--- config.mk ---
export PLATFORM = sky130hd
export DESIGN_NAME = hover_height_pid
export DESIGN_NICKNAME = d
export VERILOG_FILES = /design/src/hdl/hhp_pkg.sv /design/src/hdl/hhp_div.sv /design/src/hdl/hhp_datapath.sv /design/src/hdl/hhp_ctrl.sv /design/src/hdl/hover_height_pid.sv
export VERILOG_INCLUDE_DIRS = /design/src /design/src/hdl
export SDC_FILE = /design/constraint.sdc
export NUM_CORES = 2
export LEC_CHECK = 0
export ABC_AREA = 1
export BUFFER_PORTS_ARGS = -buffer_cell sky130_fd_sc_hd__buf_2
export CAP_MARGIN = 20
export CORE_UTILIZATION = 25
export DETAILED_ROUTE_END_ITERATION = 8
export SETUP_SLACK_MARGIN = 0.4
export SKIP_LAST_GASP = 1
export SLEW_MARGIN = 20
export SYNTH_ARGS = -nofsm -noshare
export SYNTH_HDL_FRONTEND = slang
export SYNTH_SLANG_ARGS = --single-unit
--- constraint.sdc ---
create_clock -name clk -period 28.2 [get_ports clk]
set_clock_uncertainty 0.15 [all_clocks]
set_input_delay 1.41 -clock clk [delete_from_list [all_inputs] [get_ports clk]]
set_output_delay 1.41 -clock clk [all_outputs]
set_load 0.03 [all_outputs]
--- src/hdl/assert_macros.svh ---
// Assertion macros shared by the hover height PID block.
// Each macro expects clk and rst_n in the scope where it is used.
`ifndef ASSERT_MACROS_SVH
`define ASSERT_MACROS_SVH

// Same-cycle implication, disabled while in reset.
`define HHP_ASSERT_IMP(lbl, ante, cons, msg) \
  lbl: assert property (@(posedge clk) disable iff (!rst_n) (ante) |-> (cons)) \
    else $error(msg);

// Next-cycle implication, disabled while in reset.
`define HHP_ASSERT_NXT(lbl, ante, cons, msg) \
  lbl: assert property (@(posedge clk) disable iff (!rst_n) (ante) |=> (cons)) \
    else $error(msg);

`endif

--- src/hdl/hhp_pkg.sv ---
// Shared types and constants for the hover height PID block.
// Used by the controller, datapath and top level; no dependencies.
package hhp_pkg;

  // Register indexes on the configuration port
  localparam logic [2:0] REG_GAIN_PROP     = 3'd0;
  localparam logic [2:0] REG_GAIN_INTEG    = 3'd1;
  localparam logic [2:0] REG_GAIN_DERIV    = 3'd2;
  localparam logic [2:0] REG_ADJUST_LIMIT  = 3'd3;
  localparam logic [2:0] REG_TARGET_HEIGHT = 3'd4;

  // Register reset values
  localparam logic [31:0] RST_GAIN_PROP     = 32'd6553600;
  localparam logic [31:0] RST_GAIN_INTEG    = 32'd0;
  localparam logic [31:0] RST_GAIN_DERIV    = 32'd327680;
  localparam logic [30:0] RST_ADJUST_LIMIT  = 31'd65536000;
  localparam logic [19:0] RST_TARGET_HEIGHT = 20'd131072;

  // Magnitude bits of (error - last error)
  localparam int DIFF_W = 21;
  localparam int DT_W   = 17;

  // Gain term magnitude cap and force ceiling
  localparam logic [63:0] TERM_CAP  = 64'h1000_0000_0000_0000;
  localparam logic [47:0] FORCE_MAX = 48'hFFFF_FFFF_FFFF;

  // Shared multiplier operand select
  localparam logic [2:0] MUL_EDT = 3'd0;
  localparam logic [2:0] MUL_P   = 3'd1;
  localparam logic [2:0] MUL_IL  = 3'd2;
  localparam logic [2:0] MUL_IH  = 3'd3;
  localparam logic [2:0] MUL_D   = 3'd4;
  localparam logic [2:0] MUL_F   = 3'd5;

  typedef struct packed {
    logic       accept;
    logic       start;
    logic       integ_upd;
    logic       p_load;
    logic       lo_save;
    logic       i_add;
    logic       deriv_save;
    logic       d_add;
    logic       clamp;
    logic       force_save;
    logic       out_load;
    logic [2:0] mul_op;
  } cmd_t;

  typedef struct packed {
    logic hit;
    logic div_done;
  } sts_t;

  function automatic logic [31:0] mag32(input logic [31:0] v);
    mag32 = v[31] ? (~v + 32'd1) : v;
  endfunction

endpackage

--- src/hdl/hhp_div.sv ---
// Bit-serial restoring divider, one quotient bit per cycle, unsigned.
// Used by the datapath for the derivative; no package dependencies.
`include "assert_macros.svh"

module hhp_div #(
  parameter int NUM_W = 37,
  parameter int DEN_W = 17
) (
  input  logic             clk,
  input  logic             rst_n,
  input  logic             start,
  input  logic [NUM_W-1:0] num,
  input  logic [DEN_W-1:0] den,
  output logic             done,
  output logic [NUM_W-1:0] quo
);

  localparam int CNT_W = $clog2(NUM_W + 1);

  logic [DEN_W-1:0] rem_r;
  logic [DEN_W-1:0] rem_nxt;
  logic [NUM_W-1:0] quo_r;
  logic [CNT_W-1:0] cnt_r;
  logic             run_r;
  logic             done_r;
  logic [DEN_W:0]   trial;
  logic             fits;

  assign trial = {rem_r, quo_r[NUM_W-1]};
  assign fits  = trial >= {1'b0, den};

  always_comb begin
    if (fits) begin
      rem_nxt = DEN_W'(trial - {1'b0, den});
    end else begin
      rem_nxt = trial[DEN_W-1:0];
    end
  end

  always_ff @(posedge clk) begin
    if (!rst_n) begin
      run_r  <= 1'b0;
      done_r <= 1'b0;
      cnt_r  <= '0;
    end else if (start) begin
      run_r  <= 1'b1;
      done_r <= 1'b0;
      cnt_r  <= CNT_W'(NUM_W);
    end else if (run_r) begin
      cnt_r <= cnt_r - CNT_W'(1);
      if (cnt_r == CNT_W'(1)) begin
        run_r  <= 1'b0;
        done_r <= 1'b1;
      end
    end
  end

  always_ff @(posedge clk) begin
    if (start) begin
      rem_r <= '0;
      quo_r <= num;
    end else if (run_r) begin
      rem_r <= rem_nxt;
      quo_r <= {quo_r[NUM_W-2:0], fits};
    end
  end

  assign done = done_r;
  assign quo  = quo_r;

  `HHP_ASSERT_IMP(a_div_full_count, $rose(done_r),
    $past(run_r) && ($past(cnt_r) == CNT_W'(1)), "divider finished early")

endmodule

--- src/hdl/hhp_datapath.sv ---
// Datapath: config registers, PID state, shared multiplier, divider, output beat.
// Depends on hhp_pkg and hhp_div; sequenced by hhp_ctrl through cmd_t.
`include "assert_macros.svh"

module hhp_datapath #(
  parameter int FRAC_BITS = 16
) (
  input  logic          clk,
  input  logic          rst_n,
  input  hhp_pkg::cmd_t cmd,
  output hhp_pkg::sts_t sts,
  input  logic          in_ground_hit,
  input  logic [19:0]   in_height,
  input  logic [16:0]   in_tick_length,
  input  logic [31:0]   in_body_mass,
  input  logic          cfg_we,
  input  logic [2:0]    cfg_index,
  input  logic [31:0]   cfg_data,
  output logic [47:0]   out_lift_force,
  output logic          out_force_applied
);

  localparam int NUM_W = hhp_pkg::DIFF_W + FRAC_BITS;
  localparam int QX_W  = (NUM_W > 33) ? NUM_W : 33;

  // configuration
  logic [31:0] gp_r, gi_r, gd_r;
  logic [30:0] lim_r;
  logic [19:0] tgt_r;

  // PID state
  logic [20:0] last_err_r;
  logic [47:0] integ_r;

  // per-item working registers
  logic        hit_r;
  logic [20:0] err_r;
  logic [16:0] dt_r;
  logic [31:0] mass_r;
  logic [63:0] mul_r;
  logic [55:0] lo_r;
  logic [63:0] acc_r;
  logic        dneg_r;
  logic [31:0] dmag_r;
  logic [30:0] adj_r;
  logic [47:0] force_r;
  logic        fapp_r;
  logic [47:0] lift_r;
  logic        app_r;

  logic [20:0] err_in;
  logic [20:0] err_abs;
  logic [21:0] diff;
  logic [21:0] diff_abs;
  logic [NUM_W-1:0] div_num;
  logic [NUM_W-1:0] div_quo;
  logic        div_done;
  logic [47:0] integ_abs;
  logic [31:0] gp_abs, gi_abs, gd_abs;
  logic [31:0] mul_a, mul_b;
  logic [63:0] mul_sh;
  logic [48:0] integ_sum;
  logic [47:0] integ_nxt;
  logic [79:0] ifull;
  logic [79:0] ish;
  logic [63:0] ival;
  logic [QX_W-1:0] q_ext;
  logic [QX_W-1:0] q_lim;
  logic [30:0] adj_nxt;

  assign err_in   = {1'b0, tgt_r} - {1'b0, in_height};
  assign err_abs  = err_r[20] ? (~err_r + 21'd1) : err_r;
  assign diff     = {err_r[20], err_r} - {last_err_r[20], last_err_r};
  assign diff_abs = diff[21] ? (~diff + 22'd1) : diff;
  assign div_num  = {diff_abs[20:0], {FRAC_BITS{1'b0}}};
  assign integ_abs = integ_r[47] ? (~integ_r + 48'd1) : integ_r;
  assign gp_abs   = hhp_pkg::mag32(gp_r);
  assign gi_abs   = hhp_pkg::mag32(gi_r);
  assign gd_abs   = hhp_pkg::mag32(gd_r);
  assign mul_sh   = mul_r >> FRAC_BITS;

  hhp_div #(
    .NUM_W (NUM_W),
    .DEN_W (hhp_pkg::DT_W)
  ) u_div (
    .clk   (clk),
    .rst_n (rst_n),
    .start (cmd.start && hit_r),
    .num   (div_num),
    .den   (dt_r),
    .done  (div_done),
    .quo   (div_quo)
  );

  always_comb begin
    case (cmd.mul_op)
      hhp_pkg::MUL_EDT: begin
        mul_a = {11'd0, err_abs};
        mul_b = {15'd0, dt_r};
      end
      hhp_pkg::MUL_P: begin
        mul_a = gp_abs;
        mul_b = {11'd0, err_abs};
      end
      hhp_pkg::MUL_IL: begin
        mul_a = gi_abs;
        mul_b = {8'd0, integ_abs[23:0]};
      end
      hhp_pkg::MUL_IH: begin
        mul_a = gi_abs;
        mul_b = {8'd0, integ_abs[47:24]};
      end
      hhp_pkg::MUL_D: begin
        mul_a = gd_abs;
        mul_b = dmag_r;
      end
      hhp_pkg::MUL_F: begin
        mul_a = {1'b0, adj_r};
        mul_b = mass_r;
      end
      default: begin
        mul_a = '0;
        mul_b = '0;
      end
    endcase
  end

  // integral += error * dt, saturating to 48 bits
  always_comb begin
    if (err_r[20]) begin
      integ_sum = {integ_r[47], integ_r} - 49'(mul_sh);
    end else begin
      integ_sum = {integ_r[47], integ_r} + 49'(mul_sh);
    end
    if (integ_sum[48] != integ_sum[47]) begin
      integ_nxt = integ_sum[48] ? {1'b1, 47'd0} : {1'b0, {47{1'b1}}};
    end else begin
      integ_nxt = integ_sum[47:0];
    end
  end

  // integral gain term from the two partial products
  assign ifull = {mul_r[55:0], 24'd0} + {24'd0, lo_r};
  assign ish   = ifull >> FRAC_BITS;
  assign ival  = (ish > {16'd0, hhp_pkg::TERM_CAP}) ? hhp_pkg::TERM_CAP : ish[63:0];

  // derivative saturation to 32 bits signed
  assign q_ext = QX_W'(div_quo);
  assign q_lim = dneg_r ? QX_W'(33'h0_8000_0000) : QX_W'(33'h0_7FFF_FFFF);

  always_comb begin
    if (acc_r[63]) begin
      adj_nxt = '0;
    end else if (acc_r > {33'd0, lim_r}) begin
      adj_nxt = lim_r;
    end else begin
      adj_nxt = acc_r[30:0];
    end
  end

  always_ff @(posedge clk) begin
    if (!rst_n) begin
      gp_r       <= hhp_pkg::RST_GAIN_PROP;
      gi_r       <= hhp_pkg::RST_GAIN_INTEG;
      gd_r       <= hhp_pkg::RST_GAIN_DERIV;
      lim_r      <= hhp_pkg::RST_ADJUST_LIMIT;
      tgt_r      <= hhp_pkg::RST_TARGET_HEIGHT;
      integ_r    <= '0;
      last_err_r <= '0;
    end else begin
      if (cfg_we) begin
        case (cfg_index)
          hhp_pkg::REG_GAIN_PROP:     gp_r  <= cfg_data;
          hhp_pkg::REG_GAIN_INTEG:    gi_r  <= cfg_data;
          hhp_pkg::REG_GAIN_DERIV:    gd_r  <= cfg_data;
          hhp_pkg::REG_ADJUST_LIMIT:  lim_r <= cfg_data[30:0];
          hhp_pkg::REG_TARGET_HEIGHT: tgt_r <= cfg_data[19:0];
          default: ;
        endcase
      end
      if (cmd.start) begin
        if (hit_r) begin
          last_err_r <= err_r;
        end else begin
          integ_r    <= '0;
          last_err_r <= '0;
        end
      end
      if (cmd.integ_upd) begin
        integ_r <= integ_nxt;
      end
    end
  end

  always_ff @(posedge clk) begin
    mul_r <= mul_a * mul_b;
    if (cmd.accept) begin
      hit_r  <= in_ground_hit;
      err_r  <= err_in;
      dt_r   <= (in_tick_length == 17'd0) ? 17'd1 : in_tick_length;
      mass_r <= in_body_mass;
    end
    if (cmd.start) begin
      dneg_r <= diff[21];
      if (!hit_r) begin
        force_r <= '0;
        fapp_r  <= 1'b0;
      end
    end
    if (cmd.p_load) begin
      acc_r <= (gp_r[31] ^ err_r[20]) ? (64'd0 - mul_sh) : mul_sh;
    end
    if (cmd.lo_save) begin
      lo_r <= mul_r[55:0];
    end
    if (cmd.i_add) begin
      acc_r <= (gi_r[31] ^ integ_r[47]) ? (acc_r - ival) : (acc_r + ival);
    end
    if (cmd.deriv_save) begin
      dmag_r <= (q_ext > q_lim) ? q_lim[31:0] : q_ext[31:0];
    end
    if (cmd.d_add) begin
      acc_r <= (gd_r[31] ^ dneg_r) ? (acc_r - mul_sh) : (acc_r + mul_sh);
    end
    if (cmd.clamp) begin
      adj_r <= adj_nxt;
    end
    if (cmd.force_save) begin
      force_r <= (mul_sh > {16'd0, hhp_pkg::FORCE_MAX}) ? hhp_pkg::FORCE_MAX : mul_sh[47:0];
      fapp_r  <= 1'b1;
    end
    if (cmd.out_load) begin
      lift_r <= force_r;
      app_r  <= fapp_r;
    end
  end

  assign sts.hit      = hit_r;
  assign sts.div_done = div_done;

  assign out_lift_force    = lift_r;
  assign out_force_applied = app_r;

  `HHP_ASSERT_NXT(a_clamp_bound, cmd.clamp, adj_r <= lim_r, "adjustment above limit")
  `HHP_ASSERT_NXT(a_miss_clear, cmd.start && !hit_r,
    (integ_r == '0) && (last_err_r == '0) && !fapp_r && (force_r == '0),
    "miss did not clear state")

endmodule

--- src/hdl/hhp_ctrl.sv ---
// Sequencer for one control tick: issues datapath commands step by step.
// Depends on hhp_pkg for cmd_t, sts_t and the multiplier select codes.
`include "assert_macros.svh"

module hhp_ctrl (
  input  logic          clk,
  input  logic          rst_n,
  input  logic          in_valid,
  output logic          in_stall,
  output logic          out_valid,
  input  logic          out_stall,
  input  hhp_pkg::sts_t sts,
  output hhp_pkg::cmd_t cmd
);

  localparam logic [3:0] S_IDLE  = 4'd0;
  localparam logic [3:0] S_LOAD  = 4'd1;
  localparam logic [3:0] S_P     = 4'd2;
  localparam logic [3:0] S_IL    = 4'd3;
  localparam logic [3:0] S_IH    = 4'd4;
  localparam logic [3:0] S_IS    = 4'd5;
  localparam logic [3:0] S_DW    = 4'd6;
  localparam logic [3:0] S_DM    = 4'd7;
  localparam logic [3:0] S_DS    = 4'd8;
  localparam logic [3:0] S_CLAMP = 4'd9;
  localparam logic [3:0] S_FM    = 4'd10;
  localparam logic [3:0] S_FS    = 4'd11;
  localparam logic [3:0] S_DONE  = 4'd12;

  logic [3:0] state_r;
  logic [3:0] state_nxt;
  logic       out_valid_r;
  logic       out_valid_nxt;
  logic       out_free;

  assign out_free = !out_valid_r || !out_stall;
  assign in_stall = (state_r != S_IDLE);

  always_comb begin
    cmd        = '0;
    cmd.mul_op = hhp_pkg::MUL_EDT;
    state_nxt  = state_r;
    case (state_r)
      S_IDLE: begin
        if (in_valid) begin
          cmd.accept = 1'b1;
          state_nxt  = S_LOAD;
        end
      end
      S_LOAD: begin
        cmd.start  = 1'b1;
        cmd.mul_op = hhp_pkg::MUL_EDT;
        state_nxt  = sts.hit ? S_P : S_DONE;
      end
      S_P: begin
        cmd.integ_upd = 1'b1;
        cmd.mul_op    = hhp_pkg::MUL_P;
        state_nxt     = S_IL;
      end
      S_IL: begin
        cmd.p_load = 1'b1;
        cmd.mul_op = hhp_pkg::MUL_IL;
        state_nxt  = S_IH;
      end
      S_IH: begin
        cmd.lo_save = 1'b1;
        cmd.mul_op  = hhp_pkg::MUL_IH;
        state_nxt   = S_IS;
      end
      S_IS: begin
        cmd.i_add = 1'b1;
        state_nxt = S_DW;
      end
      S_DW: begin
        if (sts.div_done) begin
          cmd.deriv_save = 1'b1;
          state_nxt      = S_DM;
        end
      end
      S_DM: begin
        cmd.mul_op = hhp_pkg::MUL_D;
        state_nxt  = S_DS;
      end
      S_DS: begin
        cmd.d_add = 1'b1;
        state_nxt = S_CLAMP;
      end
      S_CLAMP: begin
        cmd.clamp = 1'b1;
        state_nxt = S_FM;
      end
      S_FM: begin
        cmd.mul_op = hhp_pkg::MUL_F;
        state_nxt  = S_FS;
      end
      S_FS: begin
        cmd.force_save = 1'b1;
        state_nxt      = S_DONE;
      end
      S_DONE: begin
        if (out_free) begin
          cmd.out_load = 1'b1;
          state_nxt    = S_IDLE;
        end
      end
      default: begin
        state_nxt = S_IDLE;
      end
    endcase
  end

  always_comb begin
    if (cmd.out_load) begin
      out_valid_nxt = 1'b1;
    end else if (!out_stall) begin
      out_valid_nxt = 1'b0;
    end else begin
      out_valid_nxt = out_valid_r;
    end
  end

  always_ff @(posedge clk) begin
    if (!rst_n) begin
      state_r     <= S_IDLE;
      out_valid_r <= 1'b0;
    end else begin
      state_r     <= state_nxt;
      out_valid_r <= out_valid_nxt;
    end
  end

  assign out_valid = out_valid_r;

  // a taken beat is never shown again unless a new result was loaded
  `HHP_ASSERT_NXT(a_no_dup_beat, out_valid_r && !out_stall,
    !out_valid_r || $past(cmd.out_load), "result beat repeated")

endmodule

--- src/hdl/hover_height_pid.sv ---
// Top level of the hover height PID controller with output clamp.
// Joins hhp_ctrl and hhp_datapath; depends on hhp_pkg.
//
//   channel  direction  handshake            payload
//   in_      input      in_valid / in_stall  ground_hit, height, tick_length, body_mass
//   out_     output     out_valid / out_stall lift_force, force_applied
//   cfg_     input      cfg_we               cfg_index, cfg_data
//
// A ground hit runs the full sequence from accept to the next accept, held by the
// bit-serial derivative divide; a miss goes straight to the output beat.
// One item is in work at a time; the finished beat waits in an output register
// while the next item is taken. out_stall holds the sequencer only when a new
// result is ready and the previous beat is still waiting. rst_n is synchronous.
module hover_height_pid #(
  parameter int FRAC_BITS = 16
) (
  input  logic        clk,
  input  logic        rst_n,
  input  logic        in_valid,
  output logic        in_stall,
  input  logic        in_ground_hit,
  input  logic [19:0] in_height,
  input  logic [16:0] in_tick_length,
  input  logic [31:0] in_body_mass,
  output logic        out_valid,
  input  logic        out_stall,
  output logic [47:0] out_lift_force,
  output logic        out_force_applied,
  input  logic        cfg_we,
  input  logic [2:0]  cfg_index,
  input  logic [31:0] cfg_data
);

  hhp_pkg::cmd_t cmd;
  hhp_pkg::sts_t sts;

  hhp_ctrl u_ctrl (
    .clk       (clk),
    .rst_n     (rst_n),
    .in_valid  (in_valid),
    .in_stall  (in_stall),
    .out_valid (out_valid),
    .out_stall (out_stall),
    .sts       (sts),
    .cmd       (cmd)
  );

  hhp_datapath #(
    .FRAC_BITS (FRAC_BITS)
  ) u_dp (
    .clk               (clk),
    .rst_n             (rst_n),
    .cmd               (cmd),
    .sts               (sts),
    .in_ground_hit     (in_ground_hit),
    .in_height         (in_height),
    .in_tick_length    (in_tick_length),
    .in_body_mass      (in_body_mass),
    .cfg_we            (cfg_we),
    .cfg_index         (cfg_index),
    .cfg_data          (cfg_data),
    .out_lift_force    (out_lift_force),
    .out_force_applied (out_force_applied)
  );

endmodule
-- Word level (Yosys, flattened, before mapping)
Cells that the tools add are included.
- register bits: 700
- add/sub/neg operators: 18
- $mul: 1
- magnitude comparators: 5
- equality and inequality tests: 29
- muxes and demuxes: 57
- bitwise logic cells: 11
- reduce and logical (&&, ||, !) cells: 25
- operators with widths (cell ; count):
    $mux W64 ; 7
    $mux W48 ; 8
    $pmux W32 S6 ; 1
    $mux W32 ; 5
    $pmux W32 S5 ; 1
    $add A32 B1 Y32 const B ; 3
    $not A32 Y32 ; 3
    $add A80 B56 Y80 ; 1
    $mux W37 ; 2
    $add A64 B48 Y64 ; 1
    $add A64 B64 Y64 ; 1
    $gt A64 B31 Y1 ; 1
    $gt A64 B61 Y1 const B ; 1
    $mul A32 B32 Y64 ; 1
    $sub A64 B48 Y64 ; 1
    $sub A64 B64 Y64 ; 1
    $mux W21 ; 3
    $pmux W4 S13 ; 1
    $add A49 B48 Y49 ; 1
    $mux W49 ; 1
    $sub A1 B48 Y49 const A ; 1
    $sub A49 B48 Y49 ; 1
    $add A48 B1 Y48 const B ; 1
    $gt A48 B48 Y1 const B ; 1
    40 further kinds ; 98

-- Longest topological paths before layout
- word-level depth: 7
- gate-level depth with buffers: 57

-- Hierarchy
From an unflattened synthesis, not the netlist that was laid out.
- cell total of the unflattened synthesis: 12072
- area total of the unflattened synthesis: 87744.2 µm²
- modules (own cells, without submodules) (module ; instances ; cells each ; area each (µm²) ; seq. area each (µm²)):
    hhp_datapath ; 1 ; 11449 ; 83400.0 ; 15715.1
    hhp_div ; 1 ; 555 ; 3935.0 ; 1611.5
    hhp_ctrl ; 1 ; 68 ; 409.1 ; 100.1

-- Worst setup path before layout
No wires, ideal clock.
- path kind: register to register
- start point: reg u_dp.integ_r[1]
- end point: reg u_dp.mul_r[61]
- data arrival time: 9.216 ns
- slack: 18.763 ns
- stages on the path, launching flop included: 48
- buffers on the path: 1
- clock period less this slack: 9.437 ns
- path through: dfxtp_1 > inv_1 > ha_1 > inv_1 > nor3_1 > nand2_1 > nor2_1 > nand2_1 > inv_1 > nand2_1 > nor2_1 > inv_1 > o21ai_0 > o21ai_0 > o21bai_1 > o21ai_0 > nand2_1 > inv_1 > [12 not listed] > fa_1 > inv_1 > fa_1 > inv_1 > ha_1 > a21oi_1 > inv_1 > a31oi_1 > a21boi_1 > o21ai_0 > a21boi_0 > o21ai_1 > nand2_1 > nand2_1 > a21oi_1 > o21bai_1 > a21oi_1 > xor2_1
- cells in the longest elaborated chain, start to end: 5
- RTL lines (element ; RTL line ; RTL):
    start: declaration ; hhp_datapath.sv:33 ; logic [47:0] integ_r;
    start signal: assignment ; hhp_datapath.sv:190 ; integ_r <= integ_nxt;
    $not A48 Y48 ; hhp_datapath.sv:76 ; assign integ_abs = integ_r[47] ? (~integ_r + 48'd1) : integ_r;
    $add A48 B1 Y48 ; hhp_datapath.sv:76 ;
    $mux W48 (*) ; hhp_datapath.sv:76 ;
    $pmux W32 S6 (*) ; hhp_datapath.sv:96 ; case (cmd.mul_op)
    $mul A32 B32 Y64 (*) ; hhp_datapath.sv:196 ; mul_r <= mul_a * mul_b;
    end signal: assignment ; hhp_datapath.sv:196 ;
    end: declaration ; hhp_datapath.sv:40 ; logic [63:0] mul_r;
Mark *: on every way between the ends. The rest lies on a longest branch, timed or not.
A chain may end at the register's enable or synchronous reset.

-- Worst setup path in the final report
- start point: reg u_ctrl.state_r[1]
- end point: reg u_dp.mul_r[61]
- cells in the longest elaborated chain, start to end: 6
- elaborated cells on any way between the ends: 16
- classes of those cells: 1 x mul; 10 x eq/ne; 3 x mux; 2 x reduce/logical
- RTL lines (element ; RTL line ; RTL):
    start: declaration ; hhp_ctrl.sv:30 ; logic [3:0] state_r;
    start signal: assignment ; hhp_ctrl.sv:127 ; state_r <= state_nxt;
    $eq A4 B4 Y1, or another cell as far along ; hhp_ctrl.sv:43 ; case (state_r)
    $pmux W3 S5 (*) ; hhp_ctrl.sv:43 ;
    $eq A3 B2 Y1 ; hhp_datapath.sv:96 ;
    $reduce_or A2 Y1 (no line) ; n/a ;
    $pmux W32 S5 ; hhp_datapath.sv:96 ;
    $mul A32 B32 Y64 (*) ; hhp_datapath.sv:196 ;
Marks and branches as above.

==> flow_summary.html <==
<table>
<tr><th>Metric</th><th>Value</th></tr>
<tr><th colspan="2">Timing</th></tr>
<tr><td>Final Hold Violating Endpoints</td><td>0</td></tr>
<tr><td>Tightest slew margin relative to the limit</td><td>20.80%</td></tr>
<tr><td>Post-route clock period utilization</td><td>46.59%</td></tr>
<tr><td>Final worst path period need</td><td>13140 ps</td></tr>
<tr><td>Slew at the pin with the worst max-slew slack</td><td>1187 ps</td></tr>
<tr><td>Unrepaired setup endpoints after global routing</td><td>false</td></tr>
<tr><td>Setup slack after layout</td><td>15060 ps</td></tr>
<tr><td>Finish-stage setup viols</td><td>0</td></tr>
<tr><td>Max Clock Freq</td><td>76.11 MHz</td></tr>
<tr><td>Hold slack final</td><td>264.0 ps</td></tr>
<tr><td>Number of pins with negative max-slew slack in the final report</td><td>0</td></tr>
<tr><td>Final-layout setup total negative slack</td><td>0 ps</td></tr>
<tr><th colspan="2">Drt</th></tr>
<tr><td>Average via count per standard cell</td><td>4.880</td></tr>
<tr><td>Vias after detailed routing</td><td>79435</td></tr>
<tr><td>Avg WL per Cell</td><td>21.16 um</td></tr>
<tr><td>Number of detailed-routing iterations run before antenna repair</td><td>6</td></tr>
<tr><td>Number of nets with antenna violations after routing</td><td>0</td></tr>
<tr><td>Final wirelength</td><td>344.5 mm</td></tr>
<tr><td>Violation count after the first detailed-route iteration</td><td>8299</td></tr>
<tr><td>DRC Markers</td><td>0</td></tr>
<tr><th colspan="2">GRT</th></tr>
<tr><td>Largest net degree at the start of global routing</td><td>110</td></tr>
<tr><td>Combined global-route utilization of all metal layers</td><td>19.41%</td></tr>
<tr><td>Vias in the first global route</td><td>75771</td></tr>
<tr><td>GRT overflow</td><td>0</td></tr>
<tr><td>Global-route wire length before repair</td><td>504.6 mm</td></tr>
<tr><td>Initial antenna violation count</td><td>29</td></tr>
<tr><th colspan="2">Min path</th></tr>
<tr><td>Hold/Removal Path Class</td><td>reg -&gt; reg</td></tr>
<tr><th colspan="2">Synth</th></tr>
<tr><td>Mean instance size in the synthesized netlist</td><td>7.334 sq um</td></tr>
<tr><td>Async S/R FF share, synth</td><td>0%</td></tr>
<tr><td>Proportion of synthesized area in mux cells</td><td>0%</td></tr>
<tr><td>Leading cell types by count after synthesis</td><td>2293 x nand2_1, 2214 x inv_1, 1334 x nor2_1</td></tr>
<tr><td>Cell area after synthesis</td><td>0.08579 sq mm</td></tr>
<tr><td>Area share of the leading cell type in the synthesized netlist</td><td>21.07%</td></tr>
<tr><td>Net count of the mapped netlist</td><td>13311</td></tr>
<tr><td>Dominant combinational cell family by area after synthesis</td><td>adder cells</td></tr>
<tr><td>Count of flip-flops with a built-in enable after synthesis</td><td>357</td></tr>
<tr><td>Most repeated cell in the gate-level netlist after synthesis</td><td>nand2_1</td></tr>
<tr><td>Share of the synthesized netlist area taken by xor and xnor gates</td><td>3.195%</td></tr>
<tr><td>Post-Syn Instances</td><td>11698</td></tr>
<tr><td>Warning count from the yosys run</td><td>0</td></tr>
<tr><td>Sequential cell area fraction in the yosys report</td><td>20.13%</td></tr>
<tr><td>Cell accounting for the most synthesized area</td><td>fa_1</td></tr>
<tr><td>Compound-gate portion of the synthesized area</td><td>13.93%</td></tr>
<tr><td>Register bit count reported by yosys</td><td>684</td></tr>
<tr><td>Number of library cell types mapped by synthesis</td><td>78</td></tr>
<tr><td>Post-synthesis adder-cell area fraction</td><td>29.82%</td></tr>
<tr><td>Post-synthesis share of cell area spent on and, or, nand and nor gates</td><td>20.91%</td></tr>
<tr><td>Cells taking the most area after synthesis</td><td>fa_1 21%, edfxtp_1 12%, nand2_1 10%</td></tr>
<tr><td>Most used flip-flop cell after synthesis</td><td>edfxtp_1</td></tr>
<tr><th colspan="2">Clock tree</th></tr>
<tr><td>Clock tree buffer depth</td><td>3</td></tr>
<tr><td>Total clock buffers created by CTS</td><td>77</td></tr>
<tr><td>H-tree depth</td><td>3</td></tr>
<tr><td>TritonCTS clock tree</td><td>done</td></tr>
<tr><td>Clock tree sinks</td><td>684</td></tr>
<tr><td>Insertion delay of the later-clocked pin in the worst-skew pair</td><td>730 ps</td></tr>
<tr><td>CTS hold repair buffers</td><td>0</td></tr>
<tr><td>Buffer cell driving the clock tree root</td><td>clkbuf_16</td></tr>
<tr><td>Clock transition at path regs</td><td>80 ps</td></tr>
<tr><td>Number of buffers inserted by post-CTS setup repair</td><td>0</td></tr>
<tr><td>Post-cts sizing count</td><td>0</td></tr>
<tr><th colspan="2">Placement</th></tr>
<tr><td>Cell Area, Placed</td><td>0.09182 sq mm</td></tr>
<tr><td>GPL Wtd Cong</td><td>0.9895</td></tr>
<tr><td>DPL Wire Length</td><td>279.5 mm</td></tr>
<tr><td>Number of input and output port buffers inserted</td><td>160</td></tr>
<tr><td>Post-placement worst setup slack</td><td>15200 ps</td></tr>
<tr><th colspan="2">Floorplan</th></tr>
<tr><td>Die span in x</td><td>587.8 um</td></tr>
<tr><td>Area of the die</td><td>0.3455 sq mm</td></tr>
<tr><td>Initial cell density of the core</td><td>25.19%</td></tr>
<tr><td>Die boundary height</td><td>587.8 um</td></tr>
<tr><td>Placeable core region</td><td>0.3406 sq mm</td></tr>
<tr><td>Top Ports</td><td>161</td></tr>
<tr><td>Row count</td><td>214</td></tr>
<tr><th colspan="2">Setup path</th></tr>
<tr><td>Type of the setup path with the least slack</td><td>reg -&gt; reg</td></tr>
<tr><td>Cell with the largest stage delay on the worst path</td><td>clkinv_1</td></tr>
<tr><td>Largest fanout on the critical path</td><td>53</td></tr>
<tr><td>Worst Setup Start Kind</td><td>flop</td></tr>
<tr><td>Data arrival time of the worst path</td><td>13580 ps</td></tr>
<tr><td>Data required time of the worst path</td><td>28640 ps</td></tr>
<tr><td>Cell occurring most often along the worst timing path</td><td>inv_1</td></tr>
<tr><td>Delay-heaviest family, CP</td><td>adder cells</td></tr>
<tr><td>Critical path buffers and inverters</td><td>11</td></tr>
<tr><td>Longest individual stage delay on the worst path</td><td>920 ps</td></tr>
<tr><td>Endpoint type of the worst setup path</td><td>flop</td></tr>
<tr><th colspan="2">Cells and area</th></tr>
<tr><td># fillers</td><td>37467</td></tr>
<tr><td>Area growth from synthesis to layout</td><td>10.36%</td></tr>
<tr><td>Fraction of layout cells with a size suffix above 1</td><td>5.721%</td></tr>
<tr><td>Total number of nets in the final design</td><td>13278</td></tr>
<tr><td>Post-route cell area</td><td>0.09468 sq mm</td></tr>
<tr><th colspan="2">Run</th></tr>
<tr><td>Maximum Capacitance Violations</td><td>0</td></tr>
<tr><th colspan="2">Status</th></tr>
<tr><td>Run status</td><td>completed</td></tr>
</table>
per-stage QoR:
| step | util, % | cells |
|---|---|---|
| 2_1_floorplan | - | 11698 |
| 3_3_place_gp | 26.96 | 16120 |
| 3_5_place_dp | 26.96 | 16120 |
| 4_1_cts | 27.78 | 16263 |
| 5_1_grt | 27.79 | 16265 |
| 6_report | 27.80 | 16277 |
state kept, by name, indices dropped and copies added (netlist names), 20 cells and up:
register / cells
u_dp.integ_r: 48
u_dp.err_r: 21
u_dp.u_div.quo: 37
u_dp.gd_r: 32
u_dp.mul_r: 64
u_dp.last_err_r: 21
u_dp.dmag_r: 32
u_dp.force_r: 48
u_dp.acc_r: 64
u_dp.gi_r: 32
u_dp.lo_r: 40
u_dp.gp_r: 32
u_dp.mass_r: 32
u_dp.tgt_r: 20
u_dp.adj_r: 31
u_dp.out_lift_force: 48
u_dp.lim_r: 31
cell families after synthesis:
family                     Yosys count
AOI/OAI and AO/OA                 2152
xor gates and xnor gates           313
adders and majority gates         1503
buffers and inverters             2704
DFF                                684
and+or+nand+nor                   4342
path summary, 6_finish.rpt:
check / startpoint / endpoint / slack, ps / cells past startpoint
max: u_ctrl.state_r[1]$_SDFFE_PN0P_ / u_dp.mul_r[61]$_DFF_P_ / 15060 / 42
min: u_dp.force_r[24]$_SDFFCE_PN0P_ / u_dp.out_lift_force[24]$_DFFE_PP_ / 260 / 0
max reg2reg: u_ctrl.state_r[1]$_SDFFE_PN0P_ / u_dp.mul_r[61]$_DFF_P_ / 15060 / 42
min reg2reg: u_dp.force_r[24]$_SDFFCE_PN0P_ / u_dp.out_lift_force[24]$_DFFE_PP_ / 260 / 0
area by class of cell:
type	instances	area, sq um	share of cell area [%]
Inverter	2296	8618	9.102
Sequential cell	684	17270	18.24
Clock inverter	49	665.6	0.7030
Multi-Input combinational cell	8310	58450	61.74
Tap cell	4536	5675	5.994
Antenna cell	12	30.03	0.03172
Clock buffer	94	2115	2.233
Timing Repair Buffer	296	1857	1.961
cells in the final DEF (no fill, tap or decap), types with 46 or more instances in the layout:
master	instances
nor3_1	118
nor2_1	1322
buf_4	135
nand4_1	75
buf_2	159
ha_1	600
nand2_1	2291
inv_2	50
nand3_1	291
xor2_1	214
o21ai_0	737
o211ai_1	46
clkbuf_16	80
a31oi_1	107
a21oi_1	903
dfxtp_1	326
inv_1	2212
fa_1	903
xnor2_1	98
edfxtp_1	357
worst register-to-register path: cells and delay by family (launching register included):
family	cells	cell delay [ps]
simple gates	10	2610
compound gates	11	2540
fa+ha+maj	9	4220
xor+xnor	1	160
flops	1	410
buf+inv	11	2920
metal layers:
metal / vias to the layer above / share of wire [%] / track usage, %
met5: - / 0.027 / 0
met4: 14 / 3.8 / 6.199
met3: 532 / 9.4 / 3.676
met2: 3550 / 41 / 28.98
met1: 38385 / 45 / 27.97
li1: 36954 / - / -
Power is left out: the tool's default activity adds up to more than one toggle a clock period on the data nets, which glitch-free logic cannot reach.
